===== config.mk =====
export PLATFORM = sky130hd
export DESIGN_NAME = rfc_seen_track
export DESIGN_NICKNAME = d
export VERILOG_FILES = /design/src/design/rfc_pkg.sv /design/src/design/rfc_seen_track.sv
export VERILOG_INCLUDE_DIRS = /design/src /design/src/design
export SDC_FILE = /design/constraint.sdc
export NUM_CORES = 1
export LEC_CHECK = 0
export BUFFER_PORTS_ARGS = -buffer_cell sky130_fd_sc_hd__buf_2
export CORE_AREA = 2 2 144 146
export DETAILED_ROUTE_END_ITERATION = 10
export DIE_AREA = 0 0 146 148
export PLACE_DENSITY_LB_ADDON = 0.3
export SLEW_MARGIN = 20
export SYNTH_ARGS = -nofsm -noshare
export SYNTH_HDL_FRONTEND = slang
export SYNTH_SLANG_ARGS = --single-unit

===== constraint.sdc =====
create_clock -name aclk -period 1.3 [get_ports aclk]
set_input_delay 0.325 -clock aclk [delete_from_list [all_inputs] [get_ports aclk]]
set_output_delay 0.325 -clock aclk [all_outputs]
set_load 0.005 [all_outputs]

===== src/design/resub_feasibility_check_assert.svh =====
// ----------------------------------------------------------------------------
// Resubstitution feasibility check assertion macros
// Shared concurrent assertion forms, clocked on aclk and disabled in reset.
// ----------------------------------------------------------------------------
`ifndef RESUB_FEASIBILITY_CHECK_ASSERT_SVH
`define RESUB_FEASIBILITY_CHECK_ASSERT_SVH

// Same-cycle implication.
`define RFC_ASSERT_IMPLY(name, ante, cons) \
    name: assert property (@(posedge aclk) disable iff (!aresetn) (ante) |-> (cons)) \
        else $error("implication check failed");

// Next-cycle implication.
`define RFC_ASSERT_NEXT(name, ante, cons) \
    name: assert property (@(posedge aclk) disable iff (!aresetn) (ante) |=> (cons)) \
        else $error("next-cycle check failed");

`endif


===== src/design/rfc_pkg.sv =====
// ----------------------------------------------------------------------------
// Resubstitution feasibility check package
// Sizes and shared types of the lane decoders, merge stage and seen tracker.
// ----------------------------------------------------------------------------
package rfc_pkg;

    localparam int WORD_BITS   = 32;
    localparam int MAX_NODES   = 7;
    localparam int INPUT_BITS  = 32;
    localparam int NODE_SLOTS  = 7;
    localparam int COUNT_BITS  = 3;
    localparam int PAT_BITS    = 7;
    localparam int PATTERNS    = 128;

    typedef logic [INPUT_BITS-1:0] word_t;

    typedef struct packed {
        logic                root;
        logic [PAT_BITS-1:0] pattern;
    } rfc_lane_t;

    typedef struct packed {
        logic [PATTERNS-1:0] hit_zero;
        logic [PATTERNS-1:0] hit_one;
        logic                last;
    } rfc_marks_t;

endpackage


===== src/design/rfc_seen_track.sv =====
// ----------------------------------------------------------------------------
// Seen-set tracker
// Accumulates the hit masks of a query, checks for conflicts and holds the
// registered result until the downstream transfer.
// ----------------------------------------------------------------------------
module rfc_seen_track (
    input  logic                aclk,
    input  logic                aresetn,
    input  logic                marks_valid,
    output logic                marks_ready,
    input  rfc_pkg::rfc_marks_t marks,
    output logic                m_valid,
    input  logic                m_ready,
    output logic                m_still_feasible,
    output logic                m_verdict_final
);

    logic                         take;
    logic [rfc_pkg::PATTERNS-1:0] seen0_reg;
    logic [rfc_pkg::PATTERNS-1:0] seen1_reg;
    logic [rfc_pkg::PATTERNS-1:0] seen0_next;
    logic [rfc_pkg::PATTERNS-1:0] seen1_next;
    logic [rfc_pkg::PATTERNS-1:0] merged0;
    logic [rfc_pkg::PATTERNS-1:0] merged1;
    logic                         valid_reg;
    logic                         feasible_reg;
    logic                         final_reg;

    assign marks_ready = !valid_reg || m_ready;
    assign take        = marks_valid && marks_ready;
    assign merged0     = seen0_reg | marks.hit_zero;
    assign merged1     = seen1_reg | marks.hit_one;

    always_comb begin
        seen0_next = seen0_reg;
        seen1_next = seen1_reg;
        if (take) begin
            seen0_next = marks.last ? '0 : merged0;
            seen1_next = marks.last ? '0 : merged1;
        end
    end

    always_ff @(posedge aclk) begin
        if (!aresetn) begin
            valid_reg <= 1'b0;
            seen0_reg <= '0;
            seen1_reg <= '0;
        end else begin
            seen0_reg <= seen0_next;
            seen1_reg <= seen1_next;
            if (take) begin
                valid_reg <= 1'b1;
            end else if (m_ready) begin
                valid_reg <= 1'b0;
            end
        end
        if (take) begin
            feasible_reg <= ~|(merged0 & merged1);
            final_reg    <= marks.last;
        end
    end

    assign m_valid          = valid_reg;
    assign m_still_feasible = feasible_reg;
    assign m_verdict_final  = final_reg;

    `include "resub_feasibility_check_assert.svh"

    `RFC_ASSERT_NEXT(a_clear_after_last, take && marks.last, seen0_reg == '0 && seen1_reg == '0)
    `RFC_ASSERT_NEXT(a_take_loads_result, take, valid_reg)
    `RFC_ASSERT_IMPLY(a_feasible_matches_sets, valid_reg && feasible_reg && !final_reg, ~|(seen0_reg & seen1_reg))

endmodule


# [After elaboration in Yosys (flattened, before gate mapping)]
# Cells that the tools add are included.
[op_classes] n_mux=4 bitwise=3 n_reduce_logical=6
[op_table] cell="$mux W128" count=2
[op_table] cell="$or A128 B128 Y128" count=2
[op_table] cell="$and A128 B128 Y128" count=1
[op_table] cell="$reduce_or A128 Y1" count=1
[op_table] cell="$logic_not A1 Y1" count=2
[op_table] cell="$mux W1" count=2
[op_table] cell="$reduce_bool A2 Y1" count=1
[op_table] cell="$logic_and A1 B1 Y1" count=1
[op_table] cell="$logic_or A1 B1 Y1" count=1
[totals] regBits=259 inputBits=261 out_inout_bits=4 elab_cells=18

# [Logic depth before layout (Yosys ltp)]
# Gate-level depths: netlist of the first run.
[logic_depth] ltp_word=4 depth_mapped=8 ltp_nobuf=5

# [Worst setup path before layout of the first run]
# Ideal clock, no wire load.
[synth_timing] path_kind="in2reg" start="input port m_ready" end="register seen1_reg[10] (netlist bit)" setup_ns=0.114 t_arrival_ns=1.223 required_time_ns=1.186 setup_slack_ns=-0.037 cell_stages=7 path_buffers=3 cell_sequence="nand2b_4 -> and2_4 -> buf_6 -> buf_2 -> buf_2 -> a21oi_1 -> nor2_2"
[synth_between] elab_chain_len=2
[synth_rtl] element="start: declaration" line_no="rfc_seen_track.sv:13" text="input logic m_ready,"
[synth_rtl] element="$logic_or A1 B1 Y1" line_no="rfc_seen_track.sv:29" text="assign marks_ready = !valid_reg || m_ready;"
[synth_rtl] element="$logic_and A1 B1 Y1" line_no="rfc_seen_track.sv:30" text="assign take = marks_valid && marks_ready;"
[synth_rtl] element="end signal: assignment" line_no="rfc_seen_track.sv:50" text="seen1_reg <= seen1_next;"
[synth_rtl] element="end: declaration" line_no="rfc_seen_track.sv:20" text="logic [rfc_pkg::PATTERNS-1:0] seen1_reg;"
# Every way passes these cells.
# A chain may end at the register's enable or synchronous reset.

# [Worst setup path after layout of the first run]
[layout_timing] start="register seen1_reg[57] (netlist bit)" end="register feasible_reg (netlist: m_still_feasible) (data pin)"
[layout_between] elab_chain_len=4
[layout_rtl] element="$or A128 B128 Y128" line_no="rfc_seen_track.sv:32" text="assign merged1 = seen1_reg | marks.hit_one;"
[layout_rtl] element="$and A128 B128 Y128" line_no="rfc_seen_track.sv:58" text="feasible_reg <= ~|(merged0 & merged1);"
[layout_rtl] element="$reduce_or A128 Y1" line_no="rfc_seen_track.sv:58"
[layout_rtl] element="$logic_not A1 Y1" line_no="rfc_seen_track.sv:58"
[layout_rtl] element="end signal: assignment" line_no="rfc_seen_track.sv:58"
[layout_rtl] element="end: declaration" line_no="rfc_seen_track.sv:26" text="logic feasible_reg;"
# Every way passes these cells.

==> results of run 1 <==
==> worst max-delay path, delay by kind of cell (launching register included) <==
| family | cells | cell delay, ns |
|---|---|---|
| flops | 1 | 0.31 |
| simple gates | 4 | 0.70 |
| buf+inv | 2 | 0.32 |
| compound gates | 1 | 0.17 |
==> synth_stat cells <==
| cell type | number |
|---|---|
| nor2_1 | 237 |
| clkbuf_1 | 2 |
| nand4_1 | 34 |
| a21boi_0 | 1 |
| nor2_2 | 20 |
| nand2b_4 | 1 |
| o22ai_1 | 128 |
| buf_2 | 27 |
| dfxtp_1 | 257 |
| edfxtp_1 | 2 |
| a21oi_1 | 256 |
| inv_1 | 1 |
| nand2_2 | 2 |
| buf_6 | 28 |
| and2_4 | 1 |
| nor4_1 | 8 |
==> final cells by class <==
| type | count | share of cell area |
|---|---|---|
| timing repair buffer | 387 | 0.2089 |
| tap | 270 | 0.02213 |
| clock inverter | 10 | 0.006968 |
| clock buffer | 37 | 0.04935 |
| antenna | 10 | 0.001639 |
| multi-input combinational | 696 | 0.3697 |
| sequential | 259 | 0.3411 |
| inverter | 1 | 0.0002459 |
==> per-stage QoR <==
| step | setup WS (ns) | TNS (ns) | area (um2) | utilization |
|---|---|---|---|---|
| floorplan | -0.03656 | -4.420 | 9180 | - |
| global placement | -0.5975 | -36.33 | 11080 | 0.5528 |
| detailed placement | -0.6767 | -41.60 | 11080 | 0.5528 |
| CTS | -0.2955 | -0.6583 | 12090 | 0.6035 |
| global route | -0.4383 | -39.10 | 15260 | 0.7614 |
| finish | -0.3398 | -28.13 | 15260 | 0.7617 |
==> where the power goes <==
group,leakage (nW),switching [mW],internal [mW]
Combinational,3.26,2.13,1.84
Sequential,2.13,0.343,8.44
Clock,0.425,3.15,4.43
Total,5.81,5.63,14.7
==> timing repair <==
item,CTS,global route
gates cloned,3,41
pin swaps,6,227
buffers inserted,1,13
resized for setup,18,554
hold buffers,0,0
endpoints found under the hold margin,0,0
setup endpoints to repair,256,246
==> layer usage <==
metal,vias to the layer above,GRT usage
met4,0,0.1078
met3,123,0.05340
li1,4405,-
met5,-,0
met2,486,0.3967
met1,4691,0.3255
==> final timing paths <==
| path | slack [ns] | cells after the start | start | end |
|---|---|---|---|---|
| max | -0.34 | 7 | seen1_reg[57] | m_still_feasible |
| min | 0.04 | 3 | marks[47] | seen1_reg[46] |
| max reg2reg | -0.34 | 7 | seen1_reg[57] | m_still_feasible |
| min reg2reg | 0.47 | 2 | seen0_reg[29] | seen0_reg[29] |
==> cell families (layout without fill, tap and decap cells) <==
| kind of cell | after synthesis | after routing | synth area share |
|---|---|---|---|
| AND/OR/NAND/NOR | 303 | 311 | 0.1447 |
| buffers and inverters | 58 | 435 | 0.05091 |
| AO/OA/AOI/OAI | 385 | 385 | 0.2304 |
| other | 0 | 10 | 0 |
| flip-flops | 259 | 259 | 0.5740 |
==> reports/metrics.cfg, run 1 <==
[setup_path]
critical_path_required_ns = 1.68
critPathMaxStageDelay_ns = 0.33
path_max_fanout = 2
critPathSlowestCell = nor4_4
critPathCaptureType = flip-flop
worst_ep_arrival_time_ns = 2.02
crit_type = reg -> reg
path_cells = o22ai_1 -> buf_4 -> nand4_1 -> nor4_4 -> buf_4 -> nand4_1 -> nor2_1
crit_path_start_kind = flip-flop

[power_and_ir_drop]
p_per_area_nw_per_um2 = 1332
finalPower_mw = 20.33
power.leakage_nw = 5.811
peakVddDrop_uv = 1108

[routing]
top_layer_used = met4
ant_nets = 0
remaining_drc_errors = 0
drt-met1-wl_um = 14630
wl_met3_um = 2683
first_iter_violations = 632
via_count = 9705
viasPerCell = 5.811
wl_um = 36690
first_pass_iters = 4
wl_per_cell_um = 21.97
wl_met2_um = 17620

[logic_synthesis]
synth_cell_type_count = 16
ys.warnings.count = 0
synth_top_area_frac = 0.5673
synth.area.top_cells = dfxtp_1 57%, a21oi_1 14%, nor2_1 9.8%
synth_top_area_cell = dfxtp_1
synth_nets = 1266
synth_area_um2 = 9069
synth_seq_cells = 259
syn_avg_cell_area_um2 = 9.024
synth-seq-area-share = 0.5740
syn_inst = 1005

[place]
hpwl_um = 20660
dp_cells = 1555
io_buffers = 264
place.gp.congestion = 0.8097

[sta]
clock_skew_ns = 0.01196
rsz0062_at_grt = yes
holdWs_ns = 0.03571
slew_headroom = 0.3972
min_period_over_period = 1.261
fin_crit_ns = 1.640
setup_ws_ns = -0.3398
timing.final.max_slew_violations = 0
tightestPinTransition_ns = 0.9042
fmax_mhz = 609.8
hold_violations = 0
setup_viol_count_final = 260

[floorplanning]
io_pins = 265
initial_core_util = 0.4525
die_w_um = 146
die_height_um = 148
fp-row-count = 52
core_area_um2 = 20040
dieArea_um2 = 21610

[finish]
drive_gt1_frac = 0.5835
area_growth_pct = 68.31
nFillCells = 1273
final_cells = 1670
multi_input_area_um2 = 5643
mostFrequentLayoutCell = buf_2
layout_common_cells = 262 x buf_2, 256 x dfxtp_1, 159 x nor2_4
regArea_um2 = 5206
nets = 1633

[cts]
cts.path.max_buffers = 3
numCtsBuffers = 27
cts_tree = done
cts-root-buf = clkbuf_16
clk_pin_slew_ns = 0.06
htree_levels = 1
clock_latency_ns = 0.53
cts_sinks = 259

[global_routing]
grt_overflow = 0
grt_max_degree = 41
grt_pass1_wl_um = 42370
antenna_found_initial = 9
grt_pass1_vias = 8375
grtUsageTotal = 0.2479

[hold_path]
holdCritPathClass = in -> reg

[run_status]
status = finished with violations
violations = negative setup slack

[flow_run]
maxCapViolCount = 0

Note: power is estimated with default switching activity, not from simulation.
==> run 2: changes to the inputs <==
--- a/config.mk
+++ b/config.mk
@@ -10,7 +10,8 @@
 export CORE_AREA = 2 2 144 146
 export DETAILED_ROUTE_END_ITERATION = 10
 export DIE_AREA = 0 0 146 148
-export PLACE_DENSITY_LB_ADDON = 0.3
+export GPL_TIMING_DRIVEN = 0
+export PLACE_DENSITY = 0.71
 export SLEW_MARGIN = 20
 export SYNTH_ARGS = -nofsm -noshare
 export SYNTH_HDL_FRONTEND = slang
==> run 2 against run 1 <==
Effect of this change:
- the run still ends with negative setup slack left
- register-to-register slack got worse by 0.20 ns
- sequential share of layout area decreased by 1.1 points
- routed wire length increased by 17%
- first-iteration DRC count increased by 30%
- non-clock buffer count decreased by 5
- count of clock-buffer cells in the layout increased by 3
- final area increased by 3.4%
- die area unchanged
- clock power decreased by 5.1%
- largest power group unchanged
==> reports/metrics.cfg, run 2 (synthesis gave the netlist of run 1 again) <==
[run_status]
status = finished with violations
violations = negative setup slack

[global_routing]
grtUsageTotal = 0.3256  ; +0.07766
antenna_found_initial = 12  ; +3
grt_pass1_vias = 9575  ; +14%
grt_max_degree = 14  ; -66%
grt_pass1_wl_um = 53920  ; +27%
grt_overflow = 0  ; unchanged

[power_and_ir_drop]
power.leakage_nw = 6.144  ; +5.7%
power_frac_comb = 0.212  ; +0.017
switching_share = 0.2851  ; +0.008260
finalPower_mw = 20.42  ; +0.44%
peakVddDrop_uv = 1068  ; -3.6%
clockPowerShare = 0.352  ; -0.021
p_switching_mw = 5.822  ; +3.4%
seqPwrFrac = 0.435  ; +0.003
internal_power_mw = 14.60  ; -0.70%
p_per_area_nw_per_um2 = 1294  ; -2.8%

[finish]
nFillCells = 1162  ; -8.7%
area_growth_pct = 74.01
mostFrequentLayoutCell = buf_2
layout_common_cells = 262 x buf_2, 256 x dfxtp_1, 169 x nor2_1
nets = 1621  ; -0.73%
drive_gt1_frac = 0.5665  ; -0.01691
final_cells = 1664  ; -0.36%
final_util = 0.7875  ; +0.02579

[place]
post-place-ws_ns = -0.7768  ; -0.1002 ns
dp_cells = 1539  ; -1.0%
hpwl_um = 23270  ; +13%
place.gp.congestion = 0.8373  ; +3.4%
io_buffers = 264  ; unchanged

[cts]
ctsHoldBuffers = 0  ; unchanged
cts_tree = done
clk_pin_slew_ns = 0.07  ; about the same
cts-root-buf = clkbuf_16
htree_levels = 1  ; unchanged
cts.path.max_buffers = 3  ; unchanged
numCtsBuffers = 27  ; unchanged
cts_sinks = 259  ; unchanged
clock_latency_ns = 0.54  ; about the same

[setup_path]
ff2ff_setup_slack_ns = -0.54  ; -0.20 ns
crit_type = reg -> reg
crit_path_start_kind = flip-flop
path_max_fanout = 2  ; unchanged
worst_ep_arrival_time_ns = 2.22  ; +0.20 ns
critical_path_required_ns = 1.68  ; about the same
critPathCaptureType = flip-flop
worstRegToRegCells = 5  ; -2

[routing]
viasPerCell = 6.178  ; +6.3%
via_count = 10280  ; +5.9%
remaining_drc_errors = 0  ; unchanged
first_iter_violations = 823  ; +30%
wl_per_cell_um = 25.84  ; +18%
first_pass_iters = 6  ; +2
wl_um = 42990  ; +17%
ant_nets = 0  ; unchanged

[sta]
clock_skew_ns = 0.008811  ; -0.003153 ns
min_period_over_period = 1.414  ; +0.1523
rsz0062_at_grt = yes
tightestPinTransition_ns = 0.4804  ; -0.4238 ns
setup_ws_ns = -0.5378  ; -0.1980 ns
fin_crit_ns = 1.838  ; +0.1980 ns
timing.final.max_slew_violations = 0  ; unchanged
slew_headroom = 0.6797  ; +0.2825
setup_viol_count_final = 252  ; -3.1%
hold_violations = 0  ; unchanged
fmax_mhz = 544.1  ; -11%

[floorplanning]
fp-row-count = 52  ; unchanged
die_w_um = 146  ; unchanged
die_height_um = 148  ; unchanged
io_pins = 265  ; unchanged
initial_core_util = 0.4525  ; unchanged
dieArea_um2 = 21610  ; unchanged
core_area_um2 = 20040  ; unchanged

[flow_run]
maxCapViolCount = 0  ; unchanged

[hold_path]
holdCritPathClass = in -> reg
hold_path_depth = 3  ; unchanged

==> run 2: cell types whose count changed in the layout (fill, tap and decap cells not counted), moves of 11 or more <==
cell     change
a21oi_1     -81
nor2_2      +31
nor2_4     -138
nor2_1     +107
buf_4       -46
buf_6       -11
a21oi_4     +84
buf_16      +16
buf_12      +30
==> run 2: routing by layer <==
metal  GRT usage  vias up  share of wire
li1            -     4389              -
met1      0.4058     4986           0.36
met2      0.5573      688           0.47
met3     0.05988      217          0.094
met4      0.1374        0          0.073
met5           0        -              0
==> run 2: power groups by stage <==
stage	clock, mW	sequential [mW]	combinational, mW
2_1_floorplan	0	8.79	1.26
3_3_place_gp	0	8.83	2.20
3_5_place_dp	0	8.84	2.25
4_1_cts	7.16	8.76	3.37
5_1_grt	7.48	8.92	4.48
6_report	7.20	8.89	4.34
==> run 2: final timing paths <==
| check | start | to |
|---|---|---|
| setup / recovery | seen1_reg[75] | m_still_feasible |
| hold / removal | marks[67] | seen1_reg[66] |
| hold reg to reg | seen0_reg[107] | seen0_reg[107] |
| setup reg to reg | seen1_reg[75] | m_still_feasible |
==> run 2: critical path, stage by stage (launching register included) <==
cell and delay, ns:
dfxtp_1 0.34, o22ai_1 0.42, nand4_1 0.23, nor4_2 0.38, nand4_1 0.15, nor2_2 0.16
==> run 2: repair_timing <==
action | in CTS | in global routing
buffers inserted | 12 | 4
cloned | 29 | 27
setup endpoints to repair | 256 | 261
pin swaps | 231 | 79
gates resized for setup | 383 | 241
==> run 2: area by class of cell <==
class | instances | area (um2) | area share
plain buffers | 56 | 1022 | 0.06478
repair buffers | 326 | 2810 | 0.1781
inverters | 1 | 3.754 | 0.0002379
diodes | 19 | 47.55 | 0.003013
well taps | 270 | 337.8 | 0.02141
flip-flops and latches | 259 | 5206 | 0.3299
multi-input cells | 689 | 5568 | 0.3528
clock buffers | 40 | 764.5 | 0.04845
clock inverters | 4 | 20.02 | 0.001269
==> run 2: metrics by stage <==
step / area [um2] / hold WS, ns / TNS (ns)
floorplan: 9180 / 0.4239 / -4.420
global placement: 10840 / 0.4456 / -68.84
detailed placement: 10840 / 0.4550 / -72.39
CTS: 14010 / 0.01408 / -7.487
global route: 15760 / 0.04434 / -32.13
finish: 15780 / 0.03019 / -26.23
==> run 3: changes to the inputs <==
--- a/config.mk
+++ b/config.mk
@@ -7,11 +7,12 @@
 export NUM_CORES = 1
 export LEC_CHECK = 0
 export BUFFER_PORTS_ARGS = -buffer_cell sky130_fd_sc_hd__buf_2
-export CORE_AREA = 2 2 144 146
+export CORE_AREA = 2 2 134 136
+export CTS_BUF_LIST = sky130_fd_sc_hd__clkbuf_4 sky130_fd_sc_hd__clkbuf_8
 export DETAILED_ROUTE_END_ITERATION = 10
-export DIE_AREA = 0 0 146 148
+export DIE_AREA = 0 0 136 138
 export GPL_TIMING_DRIVEN = 0
-export PLACE_DENSITY = 0.71
+export PLACE_DENSITY = 0.78
 export SLEW_MARGIN = 20
 export SYNTH_ARGS = -nofsm -noshare
 export SYNTH_HDL_FRONTEND = slang
==> constraint.sdc (replaced) <==
create_clock -name aclk -period 2.07 [get_ports aclk]
set_input_delay 0.5175 -clock aclk [delete_from_list [all_inputs] [get_ports aclk]]
set_output_delay 0.5175 -clock aclk [all_outputs]
set_load 0.005 [all_outputs]
==> run 3 against run 2 <==
Effect of this change:
- the flow now finishes without violations
- first-iteration DRC count down 18%
- critical path type unchanged
- final area down 27%
- die area down 13%
- count of clock-buffer cells in the layout up 26
- highest routed layer unchanged
- clock power down 38%
==> reports/metrics.cfg, run 3 (synthesis gave the netlist of run 1 again) <==
[sta]
min_period_over_period = 0.9374  ; -0.4763
fmax_mhz = 515.3  ; -5.3%
fin_crit_ns = 1.940  ; +0.1027 ns
setup_viol_count_final = 0  ; -100%
slew_headroom = 0.5137  ; -0.1660
tightestPinTransition_ns = 0.7295  ; +0.2490 ns
setup_ws_ns = 0.1295  ; +0.6673 ns
clock_skew_ns = 0.01514  ; +0.006327 ns
timing.final.max_slew_violations = 0  ; unchanged
rsz0062_at_grt = no
hold_violations = 0  ; unchanged

[routing]
remaining_drc_errors = 0  ; unchanged
via_count = 8933  ; -13%
wl_um = 30080  ; -30%
first_iter_violations = 672  ; -18%
viasPerCell = 5.665  ; -8.3%
first_pass_iters = 5  ; -1
ant_nets = 0  ; unchanged
wl_per_cell_um = 19.07  ; -26%

[power_and_ir_drop]
p_per_area_nw_per_um2 = 979.9  ; -24%
internal_power_mw = 8.447  ; -42%
seqPwrFrac = 0.482  ; +0.047
power_frac_comb = 0.124  ; -0.088
switching_share = 0.2531  ; -0.03200
peakVddDrop_uv = 571.6  ; -47%
p_switching_mw = 2.863  ; -51%
clockPowerShare = 0.394  ; +0.042
power.leakage_nw = 4.888  ; -20%

[finish]
nFillCells = 1511  ; +30%
layout_common_cells = 291 x buf_2, 257 x dfxtp_1, 256 x a21oi_1
nets = 1573  ; -3.0%
area_growth_pct = 27.26
drive_gt1_frac = 0.3074  ; -0.2591
mostFrequentLayoutCell = buf_2
multi_input_area_um2 = 3402  ; -39%
regArea_um2 = 5205  ; about the same
finalInstanceArea_um2 = 11540  ; -27%
final_util = 0.6582  ; -0.1293

[global_routing]
grt_pass1_wl_um = 44130  ; -18%
grt_max_degree = 12  ; -2
grt_overflow = 0  ; unchanged
antenna_found_initial = 11  ; -1
grtUsageTotal = 0.3075  ; -0.01812
grt_pass1_vias = 8293  ; -13%

[setup_path]
r2r_start = seen1_reg[107]
path_max_fanout = 2  ; unchanged
crit_path_start = seen1_reg[107]
worst_ep_arrival_time_ns = 2.30  ; +0.08 ns
critical_path_required_ns = 2.43  ; +0.75 ns
crit_path_start_kind = flip-flop
crit_type = reg -> reg
critPathCaptureType = flip-flop

[run_status]
status = complete, no violations

[floorplanning]
core_area_um2 = 17530  ; -13%
die_height_um = 138  ; -6.8%
fp-row-count = 49  ; -5.8%
io_pins = 265  ; unchanged
die_w_um = 136  ; -6.8%
initial_core_util = 0.5172  ; +0.06465
dieArea_um2 = 18770  ; -13%

[cts]
cts_sinks = 259  ; unchanged
numCtsBuffers = 41  ; +52%
cts-root-buf = clkbuf_8
cts.path.max_buffers = 3  ; unchanged
clk_pin_slew_ns = 0.06  ; about the same
ctsHoldBuffers = 0  ; unchanged
post_cts_buffers = 0  ; -12
cts_tree = done
htree_levels = 2  ; +1
clock_latency_ns = 0.53  ; about the same
post_cts_resized = 0  ; -100%

[place]
io_buffers = 264  ; unchanged
post-place-ws_ns = -0.08893  ; +0.6879 ns
place.gp.congestion = 0.8992  ; +7.4%
hpwl_um = 22430  ; -3.6%
place_area_um2 = 10680  ; -1.5%

[hold_path]
holdCritStartpoint = marks[0]
holdCritPathClass = in -> reg

[flow_run]
maxCapViolCount = 0  ; unchanged

## run 3: power by group through the flow
stage / combinational [mW] / clock, mW / sequential [mW]
after CTS: 1.38 / 4.51 / 5.45
after global routing: 1.52 / 4.73 / 5.48
after global placement: 1.35 / 0 / 5.54
after floorplan: 0.764 / 0 / 5.52
after detailed placement: 1.38 / 0 / 5.55
final: 1.40 / 4.46 / 5.45
## run 3: metal layers
layer,global-route usage,part of all wire,vias to the layer above
li1,-,-,4253
met4,0.1305,0.039,0
met3,0.06417,0.088,75
met5,0,0,-
met2,0.4993,0.46,417
met1,0.3962,0.41,4188
## run 3: worst max-delay path: stages (launching register included)
cell and delay, ns:
dfxtp_1 0.31, o22ai_1 0.43, nand4_1 0.14, nor4_1 0.54
nand4_1 0.17, nor2_1 0.18
## run 3: path summary, 6_finish.rpt
check	endpoint	cells after the start	slack, ns
max	m_still_feasible	5	0.13
min	m_verdict_final	1	0.19
max reg2reg	m_still_feasible	5	0.13
min reg2reg	seen1_reg[80]	2	0.47
## run 3: through the flow
| stage | hold WS, ns | cells | power, mW | setup TNS (ns) |
|---|---|---|---|---|
| detailed placement | 0.4545 | 1498 | 6.925 | -0.08893 |
| global route | 0.1718 | 1576 | 11.72 | 0 |
| floorplan | 0.4371 | 1005 | 6.282 | 0 |
| CTS | 0.1677 | 1566 | 11.34 | 0 |
| global placement | 0.4454 | 1498 | 6.886 | -0.07614 |
| finish | 0.1901 | 1577 | 11.31 | 0 |
## run 3: layout make-up
class                   count  area share
flip-flops and latches    259      0.4510
multi-input cells         688      0.2948
repair buffers            264      0.1145
clock buffers              66     0.06949
plain buffers              57     0.03968
well taps                 229     0.02483
clock inverters             2    0.003036
diodes                     11    0.002385
inverters                   1   0.0003252
